File: src/rtl/wavhp_pkg.sv
package wavhp_pkg;

	typedef struct packed {
		logic [7:0] data_byte;
		logic       first_byte;
		logic       last_byte;
	} in_item_t;

	typedef struct packed {
		logic [3:0]  status;
		logic [15:0] format_code;
		logic [15:0] channel_count;
		logic [31:0] rate_hz;
		logic [15:0] sample_bits;
		logic [15:0] frame_bytes;
		logic [31:0] payload_size;
		logic [31:0] payload_offset;
		logic [31:0] frame_total;
	} out_item_t;

	typedef struct packed {
		logic busy;
		logic done;
	} div_stat_t;

	typedef enum logic [12:0] {
		PH_WAIT     = 13'b0000000000001,
		PH_RIFF     = 13'b0000000000010,
		PH_RSIZE    = 13'b0000000000100,
		PH_WAVE     = 13'b0000000001000,
		PH_CKID     = 13'b0000000010000,
		PH_SZ_FMT   = 13'b0000000100000,
		PH_SZ_DATA  = 13'b0000001000000,
		PH_SZ_OTHER = 13'b0000010000000,
		PH_FMT      = 13'b0000100000000,
		PH_CB       = 13'b0001000000000,
		PH_EXT      = 13'b0010000000000,
		PH_SKIP     = 13'b0100000000000,
		PH_DONE     = 13'b1000000000000
	} phase_t;

	localparam logic [31:0] TAG_RIFF = 32'h4646_4952;
	localparam logic [31:0] TAG_WAVE = 32'h4556_4157;
	localparam logic [31:0] TAG_FMT  = 32'h2074_6D66;
	localparam logic [31:0] TAG_DATA = 32'h6174_6164;
	localparam logic [15:0] EXTENSIBLE_TAG = 16'hFFFE;
	localparam logic [31:0] EXT_CONSUMED = 32'd40;
	localparam logic [15:0] EXT_MIN_SIZE = 16'd22;
	localparam logic [31:0] FMT_MIN_SIZE = 32'd16;
	localparam logic [15:0] FMT_PCM = 16'd1;
	localparam logic [15:0] FMT_FLOAT = 16'd3;

	localparam logic [1:0] REG_MAX_CH   = 2'd0;
	localparam logic [1:0] REG_MIN_RATE = 2'd1;
	localparam logic [1:0] REG_MAX_RATE = 2'd2;

	localparam logic [3:0] ST_OK         = 4'd0;
	localparam logic [3:0] ST_NO_RIFF    = 4'd1;
	localparam logic [3:0] ST_NO_WAVE    = 4'd2;
	localparam logic [3:0] ST_FMT_SMALL  = 4'd3;
	localparam logic [3:0] ST_EXT_SMALL  = 4'd4;
	localparam logic [3:0] ST_NO_FMT     = 4'd5;
	localparam logic [3:0] ST_FORMAT     = 4'd6;
	localparam logic [3:0] ST_CHANNELS   = 4'd7;
	localparam logic [3:0] ST_RATE       = 4'd8;
	localparam logic [3:0] ST_BITS       = 4'd9;
	localparam logic [3:0] ST_EARLY_END  = 4'd10;

endpackage

File: src/rtl/wavhp_div.sv
module wavhp_div (
	input  logic                    clk,
	input  logic                    arst_n,
	input  logic                    start,
	input  logic [31:0]             dividend,
	input  logic [15:0]             divisor,
	output wavhp_pkg::div_stat_t    stat,
	output logic [31:0]             quotient
);

	logic        busy_q;
	logic [4:0]  cnt_q;
	logic [15:0] rem_q;
	logic [31:0] quo_q;
	logic [15:0] dvs_q;
	logic        done_q;
	logic [16:0] trial;
	logic        fits;

	assign trial = {rem_q, quo_q[31]};
	assign fits  = trial >= {1'b0, dvs_q};

	always_ff @(posedge clk or negedge arst_n) begin
		if (!arst_n) begin
			busy_q <= 1'b0;
			done_q <= 1'b0;
			cnt_q  <= '0;
		end else begin
			done_q <= 1'b0;
			if (start) begin
				busy_q <= 1'b1;
				cnt_q  <= '0;
			end else if (busy_q) begin
				cnt_q <= cnt_q + 5'd1;
				if (cnt_q == 5'd31) begin
					busy_q <= 1'b0;
					done_q <= 1'b1;
				end
			end
		end
	end

	always_ff @(posedge clk) begin
		if (start) begin
			rem_q <= '0;
			quo_q <= dividend;
			dvs_q <= divisor;
		end else if (busy_q) begin
			// remainder stays below the divisor, so 16 bits hold it
			rem_q <= fits ? 16'(trial - {1'b0, dvs_q}) : trial[15:0];
			quo_q <= {quo_q[30:0], fits};
		end
	end

	assign stat.busy = busy_q;
	assign stat.done = done_q;
	assign quotient  = quo_q;

endmodule

File: src/rtl/riff_wave_header_parser_top.sv
// Channel | Direction | Handshake              | Payload
// in      | input     | in_valid / in_ready    | in_data  (wavhp_pkg::in_item_t)
// out     | output    | out_valid / out_ready  | out_data (wavhp_pkg::out_item_t)
// cfg     | input     | cfg_valid / cfg_ready  | cfg_index, cfg_data
//
// Header bytes are taken at one per cycle while in_ready is high; the parse step is combinational.
// A good header then waits for the frame count from the divider (one quotient bit
// a cycle); error results are shown without it.
// in_ready drops from result decision until the result request is taken.
// arst_n clears control state and restores the register defaults.
// cfg_ready is always high.
module riff_wave_header_parser_top #(
	parameter int OFFSET_WIDTH = 32
) (
	input  logic                 clk,
	input  logic                 arst_n,
	input  logic                 in_valid,
	output logic                 in_ready,
	input  wavhp_pkg::in_item_t  in_data,
	output logic                 out_valid,
	input  logic                 out_ready,
	output wavhp_pkg::out_item_t out_data,
	input  logic                 cfg_valid,
	output logic                 cfg_ready,
	input  logic [1:0]           cfg_index,
	input  logic [31:0]          cfg_data
);

	// configuration registers
	logic [7:0]  max_ch_q;
	logic [31:0] min_rate_q;
	logic [31:0] max_rate_q;

	// parse state
	wavhp_pkg::phase_t       phase_q;
	logic [5:0]              cnt_q;
	logic [31:0]             sh_q;
	logic [31:0]             clen_q;
	logic [32:0]             skip_q;
	logic [OFFSET_WIDTH-1:0] pos_q;
	logic [15:0]             fmt_q;
	logic [15:0]             ch_q;
	logic [31:0]             rate_q;
	logic [15:0]             align_q;
	logic [15:0]             bits_q;
	logic [15:0]             ext_q;

	// result side
	logic                 out_valid_q;
	logic                 pend_q;
	wavhp_pkg::out_item_t res_q;

	// next-state values
	wavhp_pkg::phase_t       ph_b;
	wavhp_pkg::phase_t       ph_n;
	logic [5:0]              n;
	logic [31:0]             sh_n;
	logic [31:0]             clen_n;
	logic [32:0]             skip_n;
	logic [OFFSET_WIDTH-1:0] pos_n;
	logic [15:0]             fmt_n;
	logic [15:0]             ch_n;
	logic [31:0]             rate_n;
	logic [15:0]             align_n;
	logic [15:0]             bits_n;
	logic [15:0]             ext_n;
	logic [15:0]             half;
	logic                    res;
	logic [3:0]              st;
	logic [3:0]              chk;
	logic [32:0]             skv;
	logic                    do_skip;
	logic                    acc;

	wavhp_pkg::div_stat_t    dstat;
	logic [31:0]             quo;
	logic                    div_go;

	assign acc       = in_valid && in_ready;
	assign in_ready  = !out_valid_q && !pend_q;
	assign cfg_ready = 1'b1;
	assign out_valid = out_valid_q;
	assign out_data  = res_q;

	always_ff @(posedge clk or negedge arst_n) begin
		if (!arst_n) begin
			max_ch_q   <= 8'd8;
			min_rate_q <= 32'd8000;
			max_rate_q <= 32'd192000;
		end else if (cfg_valid) begin
			unique case (cfg_index)
				wavhp_pkg::REG_MAX_CH:   max_ch_q   <= cfg_data[7:0];
				wavhp_pkg::REG_MIN_RATE: min_rate_q <= cfg_data;
				wavhp_pkg::REG_MAX_RATE: max_rate_q <= cfg_data;
				default: ;
			endcase
		end
	end

	// format validation against held fmt values
	always_comb begin
		if (align_q == 16'd0)
			chk = wavhp_pkg::ST_NO_FMT;
		else if (fmt_q != wavhp_pkg::FMT_PCM && fmt_q != wavhp_pkg::FMT_FLOAT)
			chk = wavhp_pkg::ST_FORMAT;
		else if (ch_q == 16'd0 || ch_q > {8'd0, max_ch_q})
			chk = wavhp_pkg::ST_CHANNELS;
		else if (rate_q < min_rate_q || rate_q > max_rate_q)
			chk = wavhp_pkg::ST_RATE;
		else if (fmt_q == wavhp_pkg::FMT_PCM && bits_q != 16'd16 && bits_q != 16'd24
			&& bits_q != 16'd32)
			chk = wavhp_pkg::ST_BITS;
		else if (fmt_q == wavhp_pkg::FMT_FLOAT && bits_q != 16'd32)
			chk = wavhp_pkg::ST_BITS;
		else
			chk = wavhp_pkg::ST_OK;
	end

	always_comb begin
		// a first byte restarts from a cleared state
		ph_b    = in_data.first_byte ? wavhp_pkg::PH_RIFF : phase_q;
		n       = (in_data.first_byte ? 6'd0 : cnt_q) + 6'd1;
		sh_n    = {in_data.data_byte, (in_data.first_byte ? 24'd0 : sh_q[31:8])};
		pos_n   = (in_data.first_byte ? '0 : pos_q) + OFFSET_WIDTH'(1);
		clen_n  = in_data.first_byte ? '0 : clen_q;
		skip_n  = in_data.first_byte ? '0 : skip_q;
		fmt_n   = in_data.first_byte ? '0 : fmt_q;
		ch_n    = in_data.first_byte ? '0 : ch_q;
		rate_n  = in_data.first_byte ? '0 : rate_q;
		align_n = in_data.first_byte ? '0 : align_q;
		bits_n  = in_data.first_byte ? '0 : bits_q;
		ext_n   = in_data.first_byte ? '0 : ext_q;
		half    = sh_n[31:16];
		ph_n    = ph_b;
		res     = 1'b0;
		st      = wavhp_pkg::ST_OK;
		skv     = '0;
		do_skip = 1'b0;
		unique case (ph_b)
			wavhp_pkg::PH_RIFF: if (n == 6'd4) begin
				if (sh_n != wavhp_pkg::TAG_RIFF) begin
					res = 1'b1;
					st  = wavhp_pkg::ST_NO_RIFF;
				end else
					ph_n = wavhp_pkg::PH_RSIZE;
			end
			wavhp_pkg::PH_RSIZE: if (n == 6'd4) ph_n = wavhp_pkg::PH_WAVE;
			wavhp_pkg::PH_WAVE: if (n == 6'd4) begin
				if (sh_n != wavhp_pkg::TAG_WAVE) begin
					res = 1'b1;
					st  = wavhp_pkg::ST_NO_WAVE;
				end else
					ph_n = wavhp_pkg::PH_CKID;
			end
			wavhp_pkg::PH_CKID: if (n == 6'd4) begin
				if (sh_n == wavhp_pkg::TAG_FMT)
					ph_n = wavhp_pkg::PH_SZ_FMT;
				else if (sh_n == wavhp_pkg::TAG_DATA)
					ph_n = wavhp_pkg::PH_SZ_DATA;
				else
					ph_n = wavhp_pkg::PH_SZ_OTHER;
			end
			wavhp_pkg::PH_SZ_FMT: if (n == 6'd4) begin
				clen_n = sh_n;
				if (sh_n < wavhp_pkg::FMT_MIN_SIZE) begin
					res = 1'b1;
					st  = wavhp_pkg::ST_FMT_SMALL;
				end else
					ph_n = wavhp_pkg::PH_FMT;
			end
			wavhp_pkg::PH_SZ_DATA: if (n == 6'd4) begin
				clen_n = sh_n;
				res    = 1'b1;
				st     = chk;
			end
			wavhp_pkg::PH_SZ_OTHER: if (n == 6'd4) begin
				clen_n  = sh_n;
				// odd size carries one pad byte
				skv     = {1'b0, sh_n} + {32'd0, sh_n[0]};
				do_skip = 1'b1;
			end
			wavhp_pkg::PH_FMT: begin
				unique case (n)
					6'd2:  fmt_n   = half;
					6'd4:  ch_n    = half;
					6'd8:  rate_n  = sh_n;
					6'd14: align_n = half;
					6'd16: begin
						bits_n = half;
						if (fmt_n == wavhp_pkg::EXTENSIBLE_TAG)
							ph_n = wavhp_pkg::PH_CB;
						else begin
							skv     = {1'b0, clen_n - wavhp_pkg::FMT_MIN_SIZE};
							do_skip = 1'b1;
						end
					end
					default: ;
				endcase
			end
			wavhp_pkg::PH_CB: if (n == 6'd2) begin
				ext_n = half;
				if (half < wavhp_pkg::EXT_MIN_SIZE) begin
					res = 1'b1;
					st  = wavhp_pkg::ST_EXT_SMALL;
				end else
					ph_n = wavhp_pkg::PH_EXT;
			end
			wavhp_pkg::PH_EXT: begin
				if (n == 6'd8)
					fmt_n = half;
				else if (n == 6'd22) begin
					// saturating extension skip
					skv = (clen_n > wavhp_pkg::EXT_CONSUMED) ?
						{1'b0, clen_n - wavhp_pkg::EXT_CONSUMED} : '0;
					do_skip = 1'b1;
				end
			end
			wavhp_pkg::PH_SKIP: begin
				skip_n = skip_n - 33'd1;
				n      = '0;
				if (skip_n == '0) ph_n = wavhp_pkg::PH_CKID;
			end
			default: ;
		endcase
		if (do_skip) begin
			skip_n = skv;
			ph_n   = (skv == '0) ? wavhp_pkg::PH_CKID : wavhp_pkg::PH_SKIP;
		end
		if (ph_n != ph_b) n = '0;
		if (!res && in_data.last_byte) begin
			res = 1'b1;
			st  = wavhp_pkg::ST_EARLY_END;
		end
		if (res) begin
			ph_n = wavhp_pkg::PH_DONE;
			n    = '0;
		end
	end

	// idle phases ignore bytes unless a first byte restarts
	logic active;
	assign active = acc && ph_b != wavhp_pkg::PH_WAIT && ph_b != wavhp_pkg::PH_DONE;
	assign div_go = active && res && st == wavhp_pkg::ST_OK;

	always_ff @(posedge clk or negedge arst_n) begin
		if (!arst_n) begin
			phase_q     <= wavhp_pkg::PH_WAIT;
			cnt_q       <= '0;
			skip_q      <= '0;
			out_valid_q <= 1'b0;
			pend_q      <= 1'b0;
		end else begin
			if (active) begin
				phase_q <= ph_n;
				cnt_q   <= n;
				skip_q  <= skip_n;
			end
			if (div_go)
				pend_q <= 1'b1;
			else if (dstat.done)
				pend_q <= 1'b0;
			if (out_valid_q && out_ready)
				out_valid_q <= 1'b0;
			else if ((active && res && st != wavhp_pkg::ST_OK) || dstat.done)
				out_valid_q <= 1'b1;
		end
	end

	always_ff @(posedge clk) begin
		if (active) begin
			sh_q    <= sh_n;
			clen_q  <= clen_n;
			pos_q   <= pos_n;
			fmt_q   <= fmt_n;
			ch_q    <= ch_n;
			rate_q  <= rate_n;
			align_q <= align_n;
			bits_q  <= bits_n;
			ext_q   <= ext_n;
		end
		if (active && res) begin
			if (st == wavhp_pkg::ST_OK) begin
				res_q.status         <= st;
				res_q.format_code    <= fmt_n;
				res_q.channel_count  <= ch_n;
				res_q.rate_hz        <= rate_n;
				res_q.sample_bits    <= bits_n;
				res_q.frame_bytes    <= align_n;
				res_q.payload_size   <= clen_n;
				res_q.payload_offset <= 32'(pos_n);
				res_q.frame_total    <= '0;
			end else
				res_q <= wavhp_pkg::out_item_t'({st, 192'd0});
		end else if (dstat.done)
			res_q.frame_total <= quo;
	end

	wavhp_div u_div (
		.clk      (clk),
		.arst_n   (arst_n),
		.start    (div_go),
		.dividend (clen_n),
		.divisor  (align_n),
		.stat     (dstat),
		.quotient (quo)
	);

`ifndef SYNTHESIS
	a_no_pend_and_out: assert property (@(posedge clk) disable iff (!arst_n)
		!(pend_q && out_valid_q))
		else $error("result shown while division pending");
	a_done_only_pending: assert property (@(posedge clk) disable iff (!arst_n)
		dstat.done |-> pend_q)
		else $error("divider finished without a pending result");
	a_go_gives_pend: assert property (@(posedge clk) disable iff (!arst_n)
		div_go |=> pend_q && dstat.busy)
		else $error("division start lost");
	a_ext_stored: assert property (@(posedge clk) disable iff (!arst_n)
		(active && phase_q == wavhp_pkg::PH_EXT && !in_data.first_byte) |-> ext_q >= 16'd22)
		else $error("extension phase with short extension");
`endif

endmodule
File: config.mk
export PLATFORM = sky130hd
export DESIGN_NAME = riff_wave_header_parser_top
export DESIGN_NICKNAME = d
export VERILOG_FILES = /design/src/rtl/wavhp_pkg.sv /design/src/rtl/wavhp_div.sv /design/src/rtl/riff_wave_header_parser_top.sv
export SDC_FILE = /design/constraint.sdc
export NUM_CORES = 1
export LEC_CHECK = 0
export CAP_MARGIN = 20
export CORE_AREA = 2 2 283 285
export CTS_CLUSTER_DIAMETER = 120
export DETAILED_ROUTE_END_ITERATION = 8
export DIE_AREA = 0 0 285 287
export DONT_BUFFER_PORTS = 1
export PLACE_DENSITY = 0.6
export REMOVE_ABC_BUFFERS = 1
export SKIP_LAST_GASP = 1
export SYNTH_ARGS = -nofsm -noshare
export SYNTH_HDL_FRONTEND = slang
export SYNTH_SLANG_ARGS = --single-unit
File: constraint.sdc
create_clock -name clk -period 18 [get_ports clk]
set_input_delay 5.4 -clock clk [delete_from_list [all_inputs] [get_ports clk]]
set_output_delay 5.4 -clock clk [all_outputs]
set_load 0.01 [all_outputs]
==> results.ini, run 1 <==
[outcome]
status=complete, no violations

[timing]
layout_worst_path_cycle_share_pct=61.03
final-setup-viol-count=0
rsz0062_at_grt=false
fin_crit_ns=10.99
fmax_mhz=91.03
max-slew-margin-rel_pct=24.67
slew_violations=0
hold_viol=0
worst_pin_slew_ns=1.130
fin_skew_ns=0.03312
tns_ns=0

[clocking]
cts_resized=0
ctsHoldBuffers=0
clk_path_buf_depth=3
htree_levels=2
numCtsBuffers=61
cts_tree=yes
cts-root-buf=clkbuf_16
numClockSinks=577
clk-insertion-delay-late_ns=0.63
clk_pin_slew_worst_paths_ns=0.06
postCtsSetupRepairBufs=0

[yosys]
synth_area_um2=31330
synth_seq_cells=577
yosysTopAreaCell=edfxtp_1
syn_inst=3033
ys_seq_area_share_pct=52.72
ys_types=92
synth-edff-count=428
synth.avg_cell_area_um2=10.33
ys.flop_type=edfxtp_1
ys_warn_count=0
synth-async-reset-ratio_pct=23.05
synth_top_area_share_pct=41.02
synth_area_leaders=edfxtp_1 41%, dfrtp_1 9.4%, ha_1 4.0%

[power]
power_mw=4.381
p_leak_nw=12.42
peakVddDrop_uv=87.37
p_per_area_nw_per_um2=127.8

[global_routing]
antenna_found_initial=1
met2_usage_pct=37.62
use_met1_pct=30.52
grtUsageTotal_pct=23.30
grt_start_max_net_pins=327
grt-ovfl-total=0
grtUsageMet3_pct=5.706
grt_pass1_wl_mm=147.8
grt_pass1_vias=23040
grt-busiest-layer=met2

[placed_design]
dp_hpwl_mm=66.54
port_buffers=0
place.gp.congestion=0.9521
dp_cells=3918

[setup_path]
crit_path_start_kind=primary input
worst-endpoint-arrival_ns=11.22
cp_max_fo=326
crit_type=in2reg
crit_required_ns=18.24
endpoint_kind=flop

[die]
rows=103
start_util_pct=39.86
die_w_um=285
io_pins=248
core_area_um2=78610
dieArea_um2=81800
chipHeight_um=287

[final_layout]
final_core_util_pct=43.59
syn_to_final_growth_pct=9.368
fin_nets=3084
fillers=7483
drive_above_1_share_pct=9.557
layoutNonFillerInstCount=4033
layout_commonest_cell=edfxtp_1
layout_common_cells=428 x edfxtp_1, 300 x nand2_1, 253 x nor2_1

[drt]
wl_per_cell_um=24.19
drtIter0Drc=2439
routed_wl_mm=97.56
drc=0
drt-pass1-iter-count=6
ant_nets=0
vias_per_cell=5.905
vias=23810

[hold_path]
hp-class=reg2reg

[job]
drv_cap=0

==> per-stage QoR <==
stage / hold slack (ns) / area, um2 / setup slack [ns]
finish: 0.4575 / 34270 / 7.015
global placement: 0.4449 / 32210 / 7.317
detailed placement: 0.4578 / 32210 / 7.173
floorplan: 0.4323 / 30530 / 0.5397
CTS: 0.4673 / 34190 / 7.817
global route: 0.4958 / 34270 / 7.439
==> logic make-up (layout without fill, tap and decap cells) <==
group / count (synthesis) / in the layout / synth area share (%)
other: 1 / 2 / 0.01197
AO/OA/AOI/OAI: 548 / 548 / 11.20
XOR/XNOR: 102 / 102 / 2.851
buffers and inverters: 343 / 292 / 4.281
AND/OR/NAND/NOR: 1190 / 1190 / 19.03
adder cells (fa/ha/maj): 100 / 100 / 4.017
multiplexers: 172 / 172 / 5.886
flip-flops: 577 / 577 / 52.72
==> flip-flops by register name, summed over array words and instances, names as in the netlist <==
register and cells:
u_div.dvs_q 16, u_div.quotient 32, pend_q 1, u_div.rem_q 16
pos_q 32, u_div.busy_q 1, cnt_q 6, out_data 196
ch_q 16, min_rate_q 32, u_div.done_q 1, bits_q 16
out_valid 1, u_div.cnt_q 5, rate_q 32, align_q 16
clen_q 32, max_ch_q 8, fmt_q 16, sh_q 24
skip_q 33, phase_q 13, max_rate_q 32
==> where the power goes <==
part           switching (mW)  internal (mW)  leakage (nW)  total (mW)
sequential              0.248           1.75          5.77        2.00
combinational           0.670          0.447          5.67        1.12
clock                   0.544          0.719         0.976        1.26
==> critical path, stage by stage <==
cell and delay [ns]:
inv_4 0.88, nand2_1 0.20, inv_1 0.13, ha_1 0.15, nand3b_1 0.10, or4b_2 0.63, or4b_1 0.57, nor2b_1 0.19
o31a_1 0.35, or3_1 0.54, nand2_2 0.13, buf_4 0.41, inv_8 0.33, buf_4 0.49
==> layer usage <==
| metal | routed length, um | share of wire [%] |
|---|---|---|
| met2 | 45210 | 46 |
| met1 | 40580 | 42 |
| met5 | 0 | 0 |
| met4 | 3551 | 3.6 |
| met3 | 8215 | 8.4 |
==> layout make-up <==
cell class              count  area [um2]  area share (%)
clock inverters            35       305.3          0.8909
inverters                 144       558.0           1.628
repair buffers             38       345.3           1.008
multi-input cells        2113       13550           39.53
clock buffers              75        1677           4.893
well taps                1050        1314           3.834
flip-flops and latches    577       16520           48.21
diodes                      1       2.502        0.007302
==> cell usage after synthesis (97+ instances only) <==
library cell / number
a21oi_1: 115
clkbuf_1: 147
dfrtp_1: 118
edfxtp_1: 428
ha_1: 99
inv_1: 144
mux2_2: 97
nand2_1: 301
nor2_1: 254
nor2b_1: 114
nor3_1: 152
o21ai_0: 168
==> final timing paths <==
check	from	end	slack, ns	cells past startpoint
worst min register to register	u_div.rem_q[15]	u_div.rem_q[15]	0.46	2
worst max register to register	sh_q[29]	out_data[183]	12.62	10
max in group asynchronous	arst_n	phase_q[0]	13.20	0
worst min-delay path	u_div.rem_q[15]	u_div.rem_q[15]	0.46	2
worst max-delay path	in_data[1]	out_data[183]	7.01	14
min in group asynchronous	arst_n	min_rate_q[7]	4.48	0
(Power assumes the default switching activity.)
==> run 2: changes to the inputs <==
clock period = 10.5 ns   (was 18 ns; I/O delays follow)
==> run 2 against run 1 <==
Effect of this change: setup slack lost 5.1 ns; sequential share of layout area about the same; final area is essentially flat; critical path depth is 1 lower; worst hold slack improved by 0.013 ns; via count decreased by 0.26%; utilization hardly changed; die area unchanged; clock skew is 0.0088 ns lower; clock power grew 72%; first-iteration DRC count shrank 4.6%; critical path type unchanged.
==> results.ini, run 2 (synthesis gave the netlist of run 1 again) <==
[outcome]
status=complete, no violations

[clocking]
cts-root-buf=clkbuf_16
cts_resized=0
htree_levels=2
numCtsBuffers=59
postCtsSetupRepairBufs=0
numClockSinks=577
clk-insertion-delay-late_ns=0.64
clk_path_buf_depth=3
cts_tree=yes
ctsHoldBuffers=0
clk_pin_slew_worst_paths_ns=0.06

[die]
core_area_um2=78610
io_pins=248
start_util_pct=39.86
chipHeight_um=287
rows=103
die_w_um=285
dieArea_um2=81800

[power]
swShare_pct=33.23
p_leak_nw=12.43
p_per_area_nw_per_um2=219.0
power_frac_seq_pct=45.6
peakVddDrop_uv=114.5
power_mw=7.508
comb_power_share_pct=25.4
power.share.clock_pct=28.9
intPower_mw=5.013
switching_power_mw=2.495

[final_layout]
fin_nets=3082
fillers=7422
drive_above_1_share_pct=9.420
layout_common_cells=428 x edfxtp_1, 300 x nand2_1, 253 x nor2_1
syn_to_final_growth_pct=9.412
layout_commonest_cell=edfxtp_1
largest_register_ffs=196

[timing]
fmax_mhz=116.0
final-setup-viol-count=0
slew_violations=0
holdWs_ns=0.4706
fin_crit_ns=8.622
layout_worst_path_cycle_share_pct=82.11
max-slew-margin-rel_pct=28.05
tns_ns=0
worst_pin_slew_ns=1.064
hold_viol=0
fin_skew_ns=0.02430
rsz0062_at_grt=false

[drt]
drt-pass1-iter-count=8
vias_per_cell=5.888
route.top_layer_used=met5
wl_met2_mm=44.59
ant_nets=0
met3_length_mm=8.933
met1Wirelength_mm=40.65
routed_wl_mm=98.02
drc=0
vias=23750
drtIter0Drc=2327
wl_per_cell_um=24.30

[placed_design]
place.gp.congestion=0.9452
dp_hpwl_mm=66.88
port_buffers=0

[global_routing]
grt_pass1_wl_mm=147.7
grt_start_max_net_pins=327
grt_pass1_vias=23170
antenna_found_initial=3
grt-ovfl-total=0
grtUsageTotal_pct=23.35

[setup_path]
crit_type=in2reg
crit_required_ns=10.73
cp_max_fo=326
endpoint_kind=flop
crit_chain=inv_4, nand2_1, inv_1, ha_1, nand3b_1, or4b_2, or4b_1, nor2b_1, o31a_1, or3_1, nand2_2, inv_8, buf_4
path_buf_inv=4
slowest_delay_ns=0.83
crit_slowest_cell=inv_4
cpLargestDelayFamily=simple AND/OR/NAND/NOR gates
crit_path_start_kind=primary input
worst-endpoint-arrival_ns=8.85

[hold_path]
hp-class=reg2reg

[job]
drv_cap=0

==> run 2: changes by cell type in the layout (fill, tap and decap cells not counted) <==
cell,delta
clkbuf_1,+4
clkbuf_16,-2
clkinv_8,+1
buf_8,-1
clkbuf_4,-1
bufinv_16,+2
clkinvlp_4,-2
clkinv_2,+2
inv_6,-3
clkinv_1,+1
buf_16,+1
clkinvlp_2,-1
==> run 2: worst paths after layout <==
path / startpoint / endpoint / slack, ns / cells after the start
min reg2reg: u_div.rem_q[15] / u_div.rem_q[15] / 0.47 / 2
min: u_div.rem_q[15] / u_div.rem_q[15] / 0.47 / 2
min in group asynchronous: arst_n / max_ch_q[5] / 2.22 / 0
max reg2reg: sh_q[27] / out_data[156] / 5.09 / 9
max in group asynchronous: arst_n / phase_q[0] / 7.96 / 0
max: in_data[1] / out_data[156] / 1.88 / 13
==> run 2: routing by layer <==
layer,global-route usage [%],up-vias
li1,-,10880
met1,30.81,11610
met2,37.04,1046
met3,6.103,211
met4,8.639,4
met5,0,-
==> run 2: worst register-to-register path, delay by kind of cell (launching register included) <==
kind | cells | cell delay (ns)
AOI/OAI and AO/OA | 1 | 0.34
buffers and inverters | 2 | 0.92
and+or+nand+nor | 6 | 2.83
DFF | 1 | 0.81
==> run 2: per-stage QoR <==
step	worst slack (ns)	instances	utilization, %	area (um2)
5_1_grt	2.131	4033	43.61	34280
6_report	1.878	4034	43.61	34280
4_1_cts	2.467	4029	43.49	34190
3_3_place_gp	1.895	3918	40.97	32210
3_5_place_dp	1.833	3918	40.97	32210
2_1_floorplan	-4.710	2834	-	30530
==> run 2: power groups by stage <==
stage          Clock [mW]  Combinational (mW)  Sequential, mW
6_report             2.17                1.91            3.42
5_1_grt              2.30                2.13            3.47
4_1_cts              2.22                1.90            3.42
3_5_place_dp            0                1.88            3.46
3_3_place_gp            0                1.82            3.45
2_1_floorplan           0                1.38            3.35
==> run 2: area by class of cell <==
cell class	count	area (um2)	area share, %
sequential	577	16520	48.19
multi-input combinational	2113	13550	39.52
clock buffer	76	1634	4.767
tap	1050	1314	3.832
inverter	144	558.0	1.628
timing repair buffer	38	357.8	1.044
clock inverter	35	349.1	1.018
antenna	1	2.502	0.007300
